$ cat src/rtl/core/afu_pkg.sv
// ----------------------------------------------------------------------------
// afu_pkg: shared types and constants of the activation function unit
// Data format, function codes, register indexes and the fixed-point
// constants used by the forward and gradient datapaths.
// ----------------------------------------------------------------------------
package afu_pkg;

	// Data format
	localparam int DATA_WIDTH    = 24;
	localparam int FRACTION_BITS = 16;

	// Wide working width: holds any product of two operands before saturation
	localparam int RES_W   = 2 * DATA_WIDTH + 2;
	// Multiplier operand A width (2*(1-y) needs two extra bits)
	localparam int MUL_A_W = DATA_WIDTH + 2;

	// Configuration port
	localparam int FUNC_CODE_W = 4;
	localparam int CFG_DATA_W  = FUNC_CODE_W;

	typedef enum logic [0:0] {
		REG_FUNCTION_CODE = 1'b0,
		REG_GRADIENT_MODE = 1'b1
	} cfg_reg_t;

	typedef enum logic [FUNC_CODE_W-1:0] {
		FN_LINEAR   = 4'd0,
		FN_RELU     = 4'd1,
		FN_RELU6    = 4'd2,
		FN_LEAKY    = 4'd3,
		FN_RELIE    = 4'd4,
		FN_RAMP     = 4'd5,
		FN_HARDTAN  = 4'd6,
		FN_PLSE     = 4'd7,
		FN_LHTAN    = 4'd8,
		FN_STAIR    = 4'd9,
		FN_LOGISTIC = 4'd10,
		FN_LOGGY    = 4'd11,
		FN_TANH     = 4'd12,
		FN_ELU      = 4'd13,
		FN_SELU     = 4'd14
	} func_code_t;

	// Code with no function in either mode
	localparam logic [FUNC_CODE_W-1:0] FN_CODE_NONE = 4'd15;

	// Fixed-point constants (all floored, all positive)
	localparam longint ONE_L = longint'(1) << FRACTION_BITS;

	localparam logic signed [RES_W-1:0] ONE_R        = RES_W'(ONE_L);
	localparam logic signed [RES_W-1:0] HALF_R       = RES_W'(ONE_L / 2);
	localparam logic signed [RES_W-1:0] FOUR_R       = RES_W'(ONE_L * 4);
	localparam logic signed [RES_W-1:0] SIX_R        = RES_W'(ONE_L * 6);
	localparam logic signed [RES_W-1:0] EIGHTH_R     = RES_W'(ONE_L / 8);
	localparam logic signed [RES_W-1:0] TENTH_R      = RES_W'(ONE_L / 10);
	localparam logic signed [RES_W-1:0] HUNDREDTH_R  = RES_W'(ONE_L / 100);
	localparam logic signed [RES_W-1:0] THOUSANDTH_R = RES_W'(ONE_L / 1000);
	localparam logic signed [RES_W-1:0] SELU_POS_R   = RES_W'((ONE_L * 10507) / 10000);
	localparam logic signed [RES_W-1:0] SELU_NEG_R   =
		RES_W'((ONE_L * 10507 * 16732) / 100000000);

	// Output range
	localparam logic signed [DATA_WIDTH-1:0] OUT_MAX_D = {1'b0, {(DATA_WIDTH-1){1'b1}}};
	localparam logic signed [DATA_WIDTH-1:0] OUT_MIN_D = {1'b1, {(DATA_WIDTH-1){1'b0}}};
	localparam logic signed [RES_W-1:0]      OUT_MAX_R = RES_W'(OUT_MAX_D);
	localparam logic signed [RES_W-1:0]      OUT_MIN_R = RES_W'(OUT_MIN_D);

	// Constant divider: exact reciprocal multiply for magnitudes below 2^DIV_UW.
	// Shift is DIV_UW + ceil(log2(d)), reciprocal is ceil(2^shift / d).
	localparam int DIV_UW  = DATA_WIDTH + 2;
	localparam int RECIP_W = DIV_UW + 1;
	localparam int SH10    = DIV_UW + 4;
	localparam int SH100   = DIV_UW + 7;
	localparam int SH1000  = DIV_UW + 10;

	localparam logic [RECIP_W-1:0] RECIP10   = RECIP_W'(((64'd1 << SH10) + 64'd9) / 64'd10);
	localparam logic [RECIP_W-1:0] RECIP100  = RECIP_W'(((64'd1 << SH100) + 64'd99) / 64'd100);
	localparam logic [RECIP_W-1:0] RECIP1000 =
		RECIP_W'(((64'd1 << SH1000) + 64'd999) / 64'd1000);

	// Divisor minus one, used to turn floor of a negative into ceil of a magnitude
	localparam logic [DIV_UW-1:0] BIAS10   = DIV_UW'(9);
	localparam logic [DIV_UW-1:0] BIAS100  = DIV_UW'(99);
	localparam logic [DIV_UW-1:0] BIAS1000 = DIV_UW'(999);

	typedef enum logic [1:0] {
		DIV_BY_10,
		DIV_BY_100,
		DIV_BY_1000
	} div_sel_t;

endpackage

$ cat src/rtl/core/afu_cdiv.sv
// ----------------------------------------------------------------------------
// afu_cdiv: floor division by 10, 100 or 1000
// Signed floor quotient through one multiply by an exact reciprocal.
// ----------------------------------------------------------------------------
module afu_cdiv (
	input  logic signed [afu_pkg::DIV_UW-1:0] num,
	input  afu_pkg::div_sel_t                 sel,
	output logic signed [afu_pkg::DIV_UW-1:0] quo
);
	import afu_pkg::*;

	logic                              neg;
	logic signed [DIV_UW:0]            num_x;
	logic signed [DIV_UW:0]            mag_x;
	logic [DIV_UW-1:0]                 mag;
	logic [DIV_UW-1:0]                 bias;
	logic [RECIP_W-1:0]                recip;
	logic [DIV_UW+RECIP_W-1:0]         prod;
	logic [DIV_UW-1:0]                 q;

	// Per-divisor reciprocal and rounding bias
	always_comb begin
		unique case (sel)
			DIV_BY_10: begin
				recip = RECIP10;
				bias  = BIAS10;
			end
			DIV_BY_100: begin
				recip = RECIP100;
				bias  = BIAS100;
			end
			DIV_BY_1000: begin
				recip = RECIP1000;
				bias  = BIAS1000;
			end
			default: begin
				recip = '0;
				bias  = '0;
			end
		endcase
	end

	// floor(n/d) = -ceil(-n/d) for negative n
	assign neg   = num[DIV_UW-1];
	assign num_x = {num[DIV_UW-1], num};
	assign mag_x = neg ? (-num_x + $signed({1'b0, bias})) : num_x;
	assign mag   = mag_x[DIV_UW-1:0];
	assign prod  = mag * recip;

	always_comb begin
		unique case (sel)
			DIV_BY_10:   q = DIV_UW'(prod >> SH10);
			DIV_BY_100:  q = DIV_UW'(prod >> SH100);
			DIV_BY_1000: q = DIV_UW'(prod >> SH1000);
			default:     q = '0;
		endcase
	end

	assign quo = neg ? -$signed(q) : $signed(q);

endmodule

$ cat src/rtl/core/afu_fwd.sv
// ----------------------------------------------------------------------------
// afu_fwd: forward activation datapath
// Piecewise-linear activations, result in the wide working format.
// ----------------------------------------------------------------------------
module afu_fwd (
	input  logic signed [afu_pkg::DATA_WIDTH-1:0] x,
	input  afu_pkg::func_code_t                   code,
	output logic signed [afu_pkg::RES_W-1:0]      res
);
	import afu_pkg::*;

	logic signed [RES_W-1:0]  xw;
	logic signed [RES_W-1:0]  num_w;
	logic signed [RES_W-1:0]  qw;
	logic signed [RES_W-1:0]  stair;
	logic signed [DIV_UW-1:0] quo;
	div_sel_t                 sel;

	assign xw = RES_W'(x);

	// Divider operand and divisor per function
	always_comb begin
		unique case (code)
			FN_PLSE: begin
				num_w = (xw < -FOUR_R) ? (xw + FOUR_R) : (xw - FOUR_R);
				sel   = DIV_BY_100;
			end
			FN_LHTAN: begin
				num_w = (xw < 0) ? xw : (xw - ONE_R);
				sel   = DIV_BY_1000;
			end
			FN_RELIE: begin
				num_w = xw;
				sel   = DIV_BY_100;
			end
			default: begin
				num_w = xw;
				sel   = DIV_BY_10;
			end
		endcase
	end

	afu_cdiv u_cdiv (
		.num (DIV_UW'(num_w)),
		.sel (sel),
		.quo (quo)
	);

	assign qw = RES_W'(quo);

	// Stair: floor(x/2) as integer, plus the fraction when floor(x) is odd
	assign stair = ((xw >>> (FRACTION_BITS + 1)) <<< FRACTION_BITS)
		+ (x[FRACTION_BITS] ? RES_W'($signed({1'b0, x[FRACTION_BITS-1:0]})) : RES_W'(0));

	// Function select
	always_comb begin
		unique case (code)
			FN_LINEAR:  res = xw;
			FN_RELU:    res = (xw > 0) ? xw : '0;
			FN_RELU6:   res = (xw < 0) ? '0 : ((xw > SIX_R) ? SIX_R : xw);
			FN_LEAKY:   res = (xw > 0) ? xw : qw;
			FN_RELIE:   res = (xw > 0) ? xw : qw;
			FN_RAMP:    res = ((xw > 0) ? xw : RES_W'(0)) + qw;
			FN_HARDTAN: res = (xw < -ONE_R) ? -ONE_R : ((xw > ONE_R) ? ONE_R : xw);
			FN_PLSE: begin
				if (xw < -FOUR_R) begin
					res = qw;
				end else if (xw > FOUR_R) begin
					res = qw + ONE_R;
				end else begin
					res = (xw >>> 3) + HALF_R;
				end
			end
			FN_LHTAN: begin
				if (xw < 0) begin
					res = qw;
				end else if (xw > ONE_R) begin
					res = qw + ONE_R;
				end else begin
					res = xw;
				end
			end
			FN_STAIR:   res = stair;
			default:    res = '0;
		endcase
	end

endmodule

$ cat src/rtl/core/afu_grad.sv
// ----------------------------------------------------------------------------
// afu_grad: gradient datapath
// Derivatives in terms of the stored output; one shared fixed-point multiply.
// ----------------------------------------------------------------------------
module afu_grad (
	input  logic signed [afu_pkg::DATA_WIDTH-1:0] x,
	input  afu_pkg::func_code_t                   code,
	output logic signed [afu_pkg::RES_W-1:0]      res
);
	import afu_pkg::*;

	logic signed [RES_W-1:0]      xw;
	logic signed [RES_W-1:0]      y_w;
	logic signed [MUL_A_W-1:0]    mul_a;
	logic signed [DATA_WIDTH-1:0] mul_b;
	logic signed [RES_W-1:0]      prod;
	logic signed [RES_W-1:0]      prod_fx;
	logic                         frac_zero;

	assign xw        = RES_W'(x);
	assign y_w       = (xw + ONE_R) >>> 1;
	assign frac_zero = (x[FRACTION_BITS-1:0] == '0);

	// Multiplier operands: logistic (1-x)*x, loggy 2(1-y)*y, tanh x*x
	always_comb begin
		unique case (code)
			FN_LOGISTIC: begin
				mul_a = MUL_A_W'(ONE_R - xw);
				mul_b = x;
			end
			FN_LOGGY: begin
				mul_a = MUL_A_W'((ONE_R - y_w) <<< 1);
				mul_b = DATA_WIDTH'(y_w);
			end
			default: begin
				mul_a = MUL_A_W'(xw);
				mul_b = x;
			end
		endcase
	end

	// Arithmetic shift floors the exact product
	assign prod    = mul_a * mul_b;
	assign prod_fx = prod >>> FRACTION_BITS;

	always_comb begin
		unique case (code)
			FN_LINEAR:   res = ONE_R;
			FN_RELU:     res = (xw > 0) ? ONE_R : '0;
			FN_RELU6:    res = (xw > 0 && xw < SIX_R) ? ONE_R : '0;
			FN_LEAKY:    res = (xw > 0) ? ONE_R : TENTH_R;
			FN_RELIE:    res = (xw > 0) ? ONE_R : HUNDREDTH_R;
			FN_RAMP:     res = ((xw > 0) ? ONE_R : RES_W'(0)) + TENTH_R;
			FN_HARDTAN:  res = (xw > -ONE_R && xw < ONE_R) ? ONE_R : '0;
			FN_PLSE:     res = (xw < 0 || xw > ONE_R) ? HUNDREDTH_R : EIGHTH_R;
			FN_LHTAN:    res = (xw > 0 && xw < ONE_R) ? ONE_R : THOUSANDTH_R;
			FN_STAIR:    res = frac_zero ? '0 : ONE_R;
			FN_LOGISTIC: res = prod_fx;
			FN_LOGGY:    res = prod_fx;
			FN_TANH:     res = ONE_R - prod_fx;
			FN_ELU:      res = (xw >= 0) ? ONE_R : (xw + ONE_R);
			FN_SELU:     res = (xw >= 0) ? SELU_POS_R : (xw + SELU_NEG_R);
			default:     res = '0;
		endcase
	end

endmodule

$ cat src/rtl/core/activation_function_unit.sv
// ----------------------------------------------------------------------------
// activation_function_unit: fixed-point activation and gradient unit
// Element-wise activation / gradient with saturation, one value per transfer.
// ----------------------------------------------------------------------------
// Pipeline: an accepted input is held in the input register, then passes
//   through the datapath into the result register.
// Throughput: 1 item per cycle; the input stalls only when both registers are
//   full and the output is stalled.
// Reset: clears both valid bits; function_code resets to linear, forward mode.
// ----------------------------------------------------------------------------
module activation_function_unit (
	input  logic                                  clk,
	input  logic                                  arst_n,
	// configuration
	input  logic                                  cfg_we,
	input  afu_pkg::cfg_reg_t                     cfg_index,
	input  logic [afu_pkg::CFG_DATA_W-1:0]        cfg_data,
	// input channel
	input  logic                                  in_valid,
	output logic                                  in_stall,
	input  logic signed [afu_pkg::DATA_WIDTH-1:0] value_in,
	// output channel
	output logic                                  out_valid,
	input  logic                                  out_stall,
	output logic signed [afu_pkg::DATA_WIDTH-1:0] value_out,
	output logic                                  unsupported,
	output logic                                  saturated
);
	import afu_pkg::*;

	func_code_t                   function_code_q;
	logic                         gradient_mode_q;

	logic                         valid_s1;
	logic signed [DATA_WIDTH-1:0] value_s1;
	logic                         valid_s2;
	logic signed [DATA_WIDTH-1:0] value_s2;
	logic                         unsupported_s2;
	logic                         saturated_s2;

	logic                         load_s1;
	logic                         load_s2;
	logic signed [RES_W-1:0]      fwd_res;
	logic signed [RES_W-1:0]      grad_res;
	logic signed [RES_W-1:0]      raw_res;
	logic                         unsup_c;
	logic                         sat_hi;
	logic                         sat_lo;
	logic signed [DATA_WIDTH-1:0] value_c;

	// Configuration registers
	always_ff @(posedge clk or negedge arst_n) begin
		if (!arst_n) begin
			function_code_q <= FN_LINEAR;
			gradient_mode_q <= 1'b0;
		end else if (cfg_we) begin
			unique case (cfg_index)
				REG_FUNCTION_CODE: function_code_q <= func_code_t'(cfg_data);
				REG_GRADIENT_MODE: gradient_mode_q <= cfg_data[0];
				default: ;
			endcase
		end
	end

	// Pipeline flow control
	assign load_s2  = !valid_s2 || !out_stall;
	assign load_s1  = !valid_s1 || load_s2;
	assign in_stall = !load_s1;

	// Input register
	always_ff @(posedge clk or negedge arst_n) begin
		if (!arst_n) begin
			valid_s1 <= 1'b0;
		end else if (load_s1) begin
			valid_s1 <= in_valid;
		end
	end

	always_ff @(posedge clk) begin
		if (load_s1 && in_valid) begin
			value_s1 <= value_in;
		end
	end

	// Datapaths
	afu_fwd u_fwd (
		.x    (value_s1),
		.code (function_code_q),
		.res  (fwd_res)
	);

	afu_grad u_grad (
		.x    (value_s1),
		.code (function_code_q),
		.res  (grad_res)
	);

	// Unsupported codes, result select and saturation
	assign unsup_c = (function_code_q == FN_CODE_NONE)
		|| (!gradient_mode_q && function_code_q >= FN_LOGISTIC);
	assign raw_res = gradient_mode_q ? grad_res : fwd_res;
	assign sat_hi  = raw_res > OUT_MAX_R;
	assign sat_lo  = raw_res < OUT_MIN_R;

	always_comb begin
		priority if (unsup_c) begin
			value_c = '0;
		end else if (sat_hi) begin
			value_c = OUT_MAX_D;
		end else if (sat_lo) begin
			value_c = OUT_MIN_D;
		end else begin
			value_c = DATA_WIDTH'(raw_res);
		end
	end

	// Result register
	always_ff @(posedge clk or negedge arst_n) begin
		if (!arst_n) begin
			valid_s2       <= 1'b0;
			unsupported_s2 <= 1'b0;
		end else if (load_s2) begin
			valid_s2       <= valid_s1;
			unsupported_s2 <= unsup_c;
		end
	end

	always_ff @(posedge clk) begin
		if (load_s2 && valid_s1) begin
			value_s2     <= value_c;
			saturated_s2 <= !unsup_c && (sat_hi || sat_lo);
		end
	end

	assign out_valid   = valid_s2;
	assign value_out   = value_s2;
	assign unsupported = unsupported_s2;
	assign saturated   = saturated_s2;

	// Checks
	a_sat_at_limit: assert property (@(posedge clk) disable iff (!arst_n)
		(valid_s2 && saturated_s2) |-> (value_s2 == OUT_MAX_D || value_s2 == OUT_MIN_D))
		else $error("saturated result not at a range limit");

	a_unsup_zero: assert property (@(posedge clk) disable iff (!arst_n)
		(valid_s2 && unsupported_s2) |-> (value_s2 == '0 && !saturated_s2))
		else $error("unsupported result not zero or flagged saturated");

	a_s1_moves: assert property (@(posedge clk) disable iff (!arst_n)
		(valid_s1 && load_s2) |=> valid_s2)
		else $error("item lost between input and result register");

	a_accept_lands: assert property (@(posedge clk) disable iff (!arst_n)
		(in_valid && !in_stall) |=> valid_s1)
		else $error("accepted item not held in input register");

	a_stall_full: assert property (@(posedge clk) disable iff (!arst_n)
		in_stall |-> (valid_s1 && valid_s2))
		else $error("input stalled with a free register");

endmodule
$ cat config.mk
export PLATFORM = sky130hd
export DESIGN_NAME = activation_function_unit
export DESIGN_NICKNAME = d
export VERILOG_FILES = /design/src/rtl/core/afu_pkg.sv /design/src/rtl/core/afu_cdiv.sv /design/src/rtl/core/afu_fwd.sv /design/src/rtl/core/afu_grad.sv /design/src/rtl/core/activation_function_unit.sv
export SDC_FILE = /design/constraint.sdc
export NUM_CORES = 2
export LEC_CHECK = 0
export ABC_CLOCK_PERIOD_IN_PS = 37000
export BUFFER_PORTS_ARGS = -buffer_cell sky130_fd_sc_hd__clkbuf_2
export CAP_MARGIN = 30
export CELL_PAD_IN_SITES_DETAIL_PLACEMENT = 0
export CELL_PAD_IN_SITES_GLOBAL_PLACEMENT = 1
export CORE_MARGIN = 1
export CORE_UTILIZATION = 37
export DETAILED_ROUTE_END_ITERATION = 6
export PLACE_DENSITY_LB_ADDON = 0.1
export SLEW_MARGIN = 10
export SYNTH_ARGS = -nofsm -noshare
export SYNTH_HDL_FRONTEND = slang
export SYNTH_HIERARCHICAL = 1
export SYNTH_SLANG_ARGS = --single-unit
$ cat constraint.sdc
create_clock -name clk -period 37 [get_ports clk]
set_input_delay 0 -clock clk [delete_from_list [all_inputs] [get_ports clk]]
set_output_delay 0 -clock clk [all_outputs]
set_load 0.02 [all_outputs]
Word level (Yosys, flattened, before mapping)
Cells that the tools add are included.
{ "totals": {"input_bits": 34, "out_inout_bits": 28, "regBits": 57, "wordCells": 123} }
{ "op_classes": {"n_reduce_logical": 27, "mux": 37, "n_lt_le_gt_ge": 14, "n_eq_ne": 17, "n_mul": 2, "addsub": 16, "bitwise_logic": 1} }
{ "op_table": {"columns": ["cell", "count"], "rows": [
  ["case mux 50 bit (14 select lines)", 1],
  ["two-way mux 50 bit", 13],
  ["case mux 50 bit (9 select lines)", 1],
  ["two-way mux 17 bit", 7],
  ["two-way mux 26 bit", 4],
  ["case mux 26 bit (2 select lines)", 2],
  ["case mux 27 bit (3 select lines)", 1],
  ["case mux 23 bit (3 select lines)", 1],
  ["multiplier 26 x 27 -> 53 bit", 1],
  ["negation 26 bit", 2],
  ["adder 24 x 18 -> 25 bit (second input constant)", 2],
  ["adder 50 x 14 -> 50 bit (second input constant)", 1],
  ["adder 50 x 26 -> 50 bit", 1],
  ["> comparator 50 x 24 -> 1 bit (second input constant)", 1],
  ["less-than comparator 50 x 24 -> 1 bit (second input constant)", 1],
  ["multiplier 26 x 24 -> 50 bit", 1],
  ["subtractor 18 x 24 -> 25 bit (first input constant)", 2],
  ["> comparator 24 x 20 -> 1 bit (second input constant)", 2],
  ["two-way mux 24 bit", 2],
  ["subtractor 18 x 34 -> 35 bit (first input constant)", 1],
  ["== test 4 bit (second input constant)", 8],
  ["case mux 10 bit (3 select lines)", 1],
  ["adder 26 x 18 -> 27 bit (second input constant)", 1],
  ["adder 26 x 11 -> 26 bit", 1],
  ["other kinds (33)", 56]
]} }

Depth between registers and ports, before layout
{ "depth": {"depth_word": 19, "ltp_mapped": 67, "depth_no_buf": 60} }

Modules after synthesis
Netlist, hierarchy kept.
{ "by_module_without_submodules": {"columns": ["mod", "cells_each", "instances", "seq_area_each_um2", "area_per_inst_um2"], "rows": [
  ["afu_grad", 3391, 1, 0.0, 27136.0],
  ["afu_cdiv", 2490, 1, 0.0, 22127.5],
  ["afu_fwd", 581, 1, 0.0, 3788.6],
  ["activation_function_unit", 204, 1, 1671.6, 2697.6]
]} }

Worst setup path after synthesis
No wires, ideal clock.
{ "synth_path": {"path_type": "register to register", "start": "register function_code_q[1]", "end": "register value_s2[5], in the netlist value_out[5] (data pin)", "setup_time_ps": 263, "stages_incl_launch_ff": 60, "path_slack_ps": 21939, "required_ps": 36737, "period_less_slack_ps": 15061, "n_path_buf": 8, "arrival_time_ps": 14798, "cell_sequence": "dfrtp_1 buf_2 nand2_1 a21oi_1 inv_1 ha_1 clkbuf_1 clkbuf_1 xnor2_1 ha_1 o21ai_0 a221oi_1 o21bai_1 nor2_1 o21ai_0 a21oi_1 o22ai_1 a221o_1 [... 24 more ...] or3_1 buf_6 o41ai_2 xnor2_1 ha_1 clkbuf_1 nand4_1 a21oi_1 o21ai_0 a21oi_1 clkbuf_1 o21ai_1 or4_1 o22a_1 a221oi_2 or3b_4 buf_12 o21ai_1"} }
{ "synth_between": {"elab_chain_len": 19, "elab_cells_between_ends": 54, "classes_between": "6 x add/sub; 2 x mul; 3 x order compare; 17 x eq/ne; 19 x mux; 7 x reduce/logical"} }
{ "synth_rtl": {"columns": ["element", "line_no", "rtl"], "rows": [
  ["start, declared", "activation_function_unit.sv:31", "func_code_t function_code_q;"],
  ["start signal, assigned", "activation_function_unit.sv:58", "REG_FUNCTION_CODE: function_code_q <= func_code_t'(cfg_data);"],
  ["== test 4 x 3 -> 1 bit", "afu_fwd.sv:23", "unique case (code)"],
  ["OR reduction 2 bit (no source line)", null, null],
  ["case mux 2 bit (2 select lines) (*)", "afu_fwd.sv:23", null],
  ["via u_fwd.sel[0]", "afu_fwd.sv:17", "div_sel_t sel;"],
  ["== test 2 bit, or another cell as far along", "afu_cdiv.sv:23, afu_cdiv.sv:51", null],
  ["case mux 10 bit (3 select lines)", "afu_cdiv.sv:23", "unique case (sel)"],
  ["adder 26 x 11 -> 26 bit", "afu_cdiv.sv:46", "assign mag_x = neg ? (-num_x + $signed({1'b0, bias})) : num_x;"],
  ["two-way mux 26 bit", "afu_cdiv.sv:46", null],
  ["[... 4 more ...]", null, null],
  ["via u_fwd.quo[18]", "afu_fwd.sv:16", "logic signed [DIV_UW-1:0] quo;"],
  ["[... 1 more ...]", null, null],
  ["two-way mux 50 bit (on tied branches)", "afu_fwd.sv:77, afu_fwd.sv:68", null],
  ["two-way mux 50 bit (on tied branches)", "afu_fwd.sv:75, afu_fwd.sv:66", null],
  ["case mux 50 bit (9 select lines) (*)", "afu_fwd.sv:57", "unique case (code)"],
  ["via fwd_res[40]", "activation_function_unit.sv:43", "logic signed [RES_W-1:0] fwd_res;"],
  ["two-way mux 50 bit (*)", "activation_function_unit.sv:101", "assign raw_res = gradient_mode_q ? grad_res : fwd_res;"],
  ["less-than comparator 50 x 24 -> 1 bit", "activation_function_unit.sv:103", "assign sat_lo = raw_res < OUT_MIN_R;"],
  ["two-way mux 24 bit", "activation_function_unit.sv:110", "end else if (sat_lo) begin"],
  ["two-way mux 23 bit (*)", "activation_function_unit.sv:108", "end else if (sat_hi) begin"],
  ["end signal, assigned", "activation_function_unit.sv:130", "value_s2 <= value_c;"],
  ["end, declared", "activation_function_unit.sv:37", "logic signed [DATA_WIDTH-1:0] value_s2;"]
]} }
The timed path passes the listed nets; every way through them passes the cells marked *.
A chain may end at the register's enable or synchronous reset.

Worst setup path after layout
{ "layout_path": {"start": "register function_code_q[3]", "end": "register value_s2[22], in the netlist value_out[22] (data pin)"} }
The elaborated chain is that of the path after synthesis.

==> summary.md <==
| Metric | Value |
|---|---|
| Leading area contributor after synthesis | `fa_1` |
| Mapped cell area | `0.0557 mm2` |
| Post-synthesis async set-or-reset flop share | `0.140` |
| Via density per instance | `5.52` |
| Final Setup Violations | `0` |
| Hold WS | `0.0886 ns` |
| Area grow syn2layout | `6.45%` |
| Crit Path Class | `reg -> reg` |
| CP top delay family | `compound AO/OA/AOI/OAI gates` |
| Clock skew | `0.0119 ns` |
| WP data arrival | `18.95 ns` |
| Antenna violations before repair | `10` |
| Clock sink count | `57` |
| Slowest CP cell | `a21boi_2` |
| Largest net degree at the start of global routing | `49` |
| Core Util, Final | `0.396` |
| Seq cells post-synth | `57` |
| Starting density of the core | `0.372` |
| Clock Latency Late Sink | `0.38 ns` |
| Post-CTS setup repair buffer count | `0` |
| Distinct cells, synth | `123` |
| Top_reg_cell synth | `edfxtp_1` |
| Drt total wl | `238,000 um` |
| Nets | `8,259` |
| Fin area | `0.0593 mm2` |
| DIE AREA | `0.152 mm2` |
| Worst path most repeated cell | `fa_1` |
| Final ANT Viol Nets | `0` |
| TritonCTS clock tree | `done` |
| Vias | `47,802` |
| Dominant cells by area after synthesis | `fa_1 40%, ha_1 11%, inv_1 9.5%` |
| Relative slew slack | `0.289` |
| CP Capture Type | `flip-flop` |
| Post-synth EDFFs | `49` |
| Final Hold Fails | `0` |
| Die W | `390 um` |
| Clock period minus worst slack | `18.85 ns` |
| Port Buffers | `61` |
| Yosys Warn Count | `6` |
| # rows | `142` |
| DRC | `1` |
| Clk pin slew, worst setup/hold paths | `0.07 ns` |
| Top Ports | `62` |
| Syn Area/Cell | `8.36 um2` |
| Total CTS buffers | `9` |
| Commonest non-fill, non-tap cell in the layout | `inv_1` |
| Number of global-route vias before repair | `50,778` |
| Fin crit share | `0.510` |
| Area share of the largest cell type after synthesis | `0.401` |
| DP Wirelength | `200,000 um` |
| Share of cells above drive strength 1 | `0.0615` |
| Synth Net Count | `8,300` |
| Total GRT Usage | `0.318` |
| Setup tns final | `0 ns` |
| Hold WC Path Type | `in -> async` |
| Status | `finished with violations` |
| Core area | `0.150 mm2` |
| 1st-pass router iterations | `7` |
| Register area share after synthesis | `0.0300` |
| CTS Buffer Depth | `2` |
| CP peak stage delay | `0.73 ns` |
| Max Fclk | `53.0 MHz` |
| CP required | `37.10 ns` |
| Startpoint Class | `flip-flop` |
| Routed len/inst | `27.5 um` |
| Max_cap viols | `0` |
| DIE HEIGHT | `390 um` |
| Clk root buf | `clkbuf_16` |
| RSZ-0062 raised after global routing | `false` |
| Failing checks | `design-rule violations` |
| CP max FO | `44` |
| Dpl cell area | `0.0587 mm2` |
| Worst Max-Slew Pin Slew | `1.06 ns` |
| First-pass GRT wire length | `352,000 um` |
| Gpl congestion | `0.960` |
| GRT Residual Overflow | `0` |
| Detailed Route Iter0 Violations | `3,947` |
| H-tree levels | `3` |
| Max-slew violations | `0` |
| Number of buffers and inverters on the critical path | `8` |
| Most frequent cells in the layout | `1,418 x inv_1, 1,117 x fa_1, 756 x nand2_1` |
| Mapped Cells | `6,666` |
==> cell type report <==
class | count | area, um2
diodes | 7 | 17.5
repair buffers | 262 | 1940
clock inverters | 6 | 58.8
fillers | 15642 | 90400
well taps | 2016 | 2520
multi-input cells | 4873 | 47600
inverters | 1422 | 5340
clock buffers | 10 | 229
flip-flops and latches | 57 | 1670
==> state kept, by name (all words and copies together) (netlist names) <==
signal and flops:
value_out 24, valid_s1 1, out_valid 1, saturated 1
value_s1 24, unsupported 1, function_code_q 4, gradient_mode_q 1
==> worst reg2reg max path: cells and delay by family (launching register included) <==
| family | cells | cell delay [ns] |
|---|---|---|
| buf+inv | 8 | 1.43 |
| compound gates | 20 | 5.92 |
| flops | 1 | 0.66 |
| simple gates | 13 | 4.25 |
| fa+ha+maj | 10 | 4.83 |
| xor+xnor | 4 | 1.47 |
==> cells in the mapped netlist (80+ instances only) <==
master / number
ha_1: 483
inv_1: 1418
a21oi_1: 226
fa_1: 1117
nor2_1: 487
xnor2_1: 154
nand2_1: 756
clkbuf_1: 239
and2_1: 102
o21ai_0: 196
nand4_1: 80
nand3_1: 83
==> metal layers <==
layer	wire, um	up-vias	global-route usage
met5	0	-	0
met4	12200	0	0.138
met3	12500	391	0.0302
met2	115000	1762	0.541
met1	99000	24491	0.411
li1	-	21158	-
==> path summary, 6_finish.rpt <==
path	from	endpoint	slack [ns]	cells after the start
setup / recovery	function_code_q[3]	value_out[22]	18.15	55
hold / removal	arst_n	function_code_q[1]	0.09	2
setup reg to reg	function_code_q[3]	value_out[22]	18.15	55
hold reg to reg	valid_s1	out_valid	0.48	1
max in group asynchronous	arst_n	gradient_mode_q	36.60	2
min in group clk	cfg_index	function_code_q[3]	0.17	3
==> per-stage QoR <==
stage,cells,setup WS [ns]
2_1_floorplan,6666,21.94
3_3_place_gp,8578,18.56
3_5_place_dp,8593,18.41
4_1_cts,8644,18.38
5_1_grt,8646,17.06
6_report,8653,18.15
==> what timing repair did <==
item                      in CTS  in global routing
hold buffers                  35                  0
hold endpoints to repair      40                  0
resized for setup              0                  0
==> logic make-up after synthesis <==
family                     count (synthesis)  synth area share
AOI/OAI and AO/OA                       1040             0.127
and+or+nand+nor                         1937             0.164
xor gates and xnor gates                 234            0.0369
DFF                                       57            0.0300
muxes                                     55            0.0110
other                                      1         0.0000673
adders and majority gates               1606             0.511
buffers and inverters                   1736             0.120
Power is left out: the tool's default activity adds up to more than one toggle a clock period on the data nets, which glitch-free logic cannot reach.
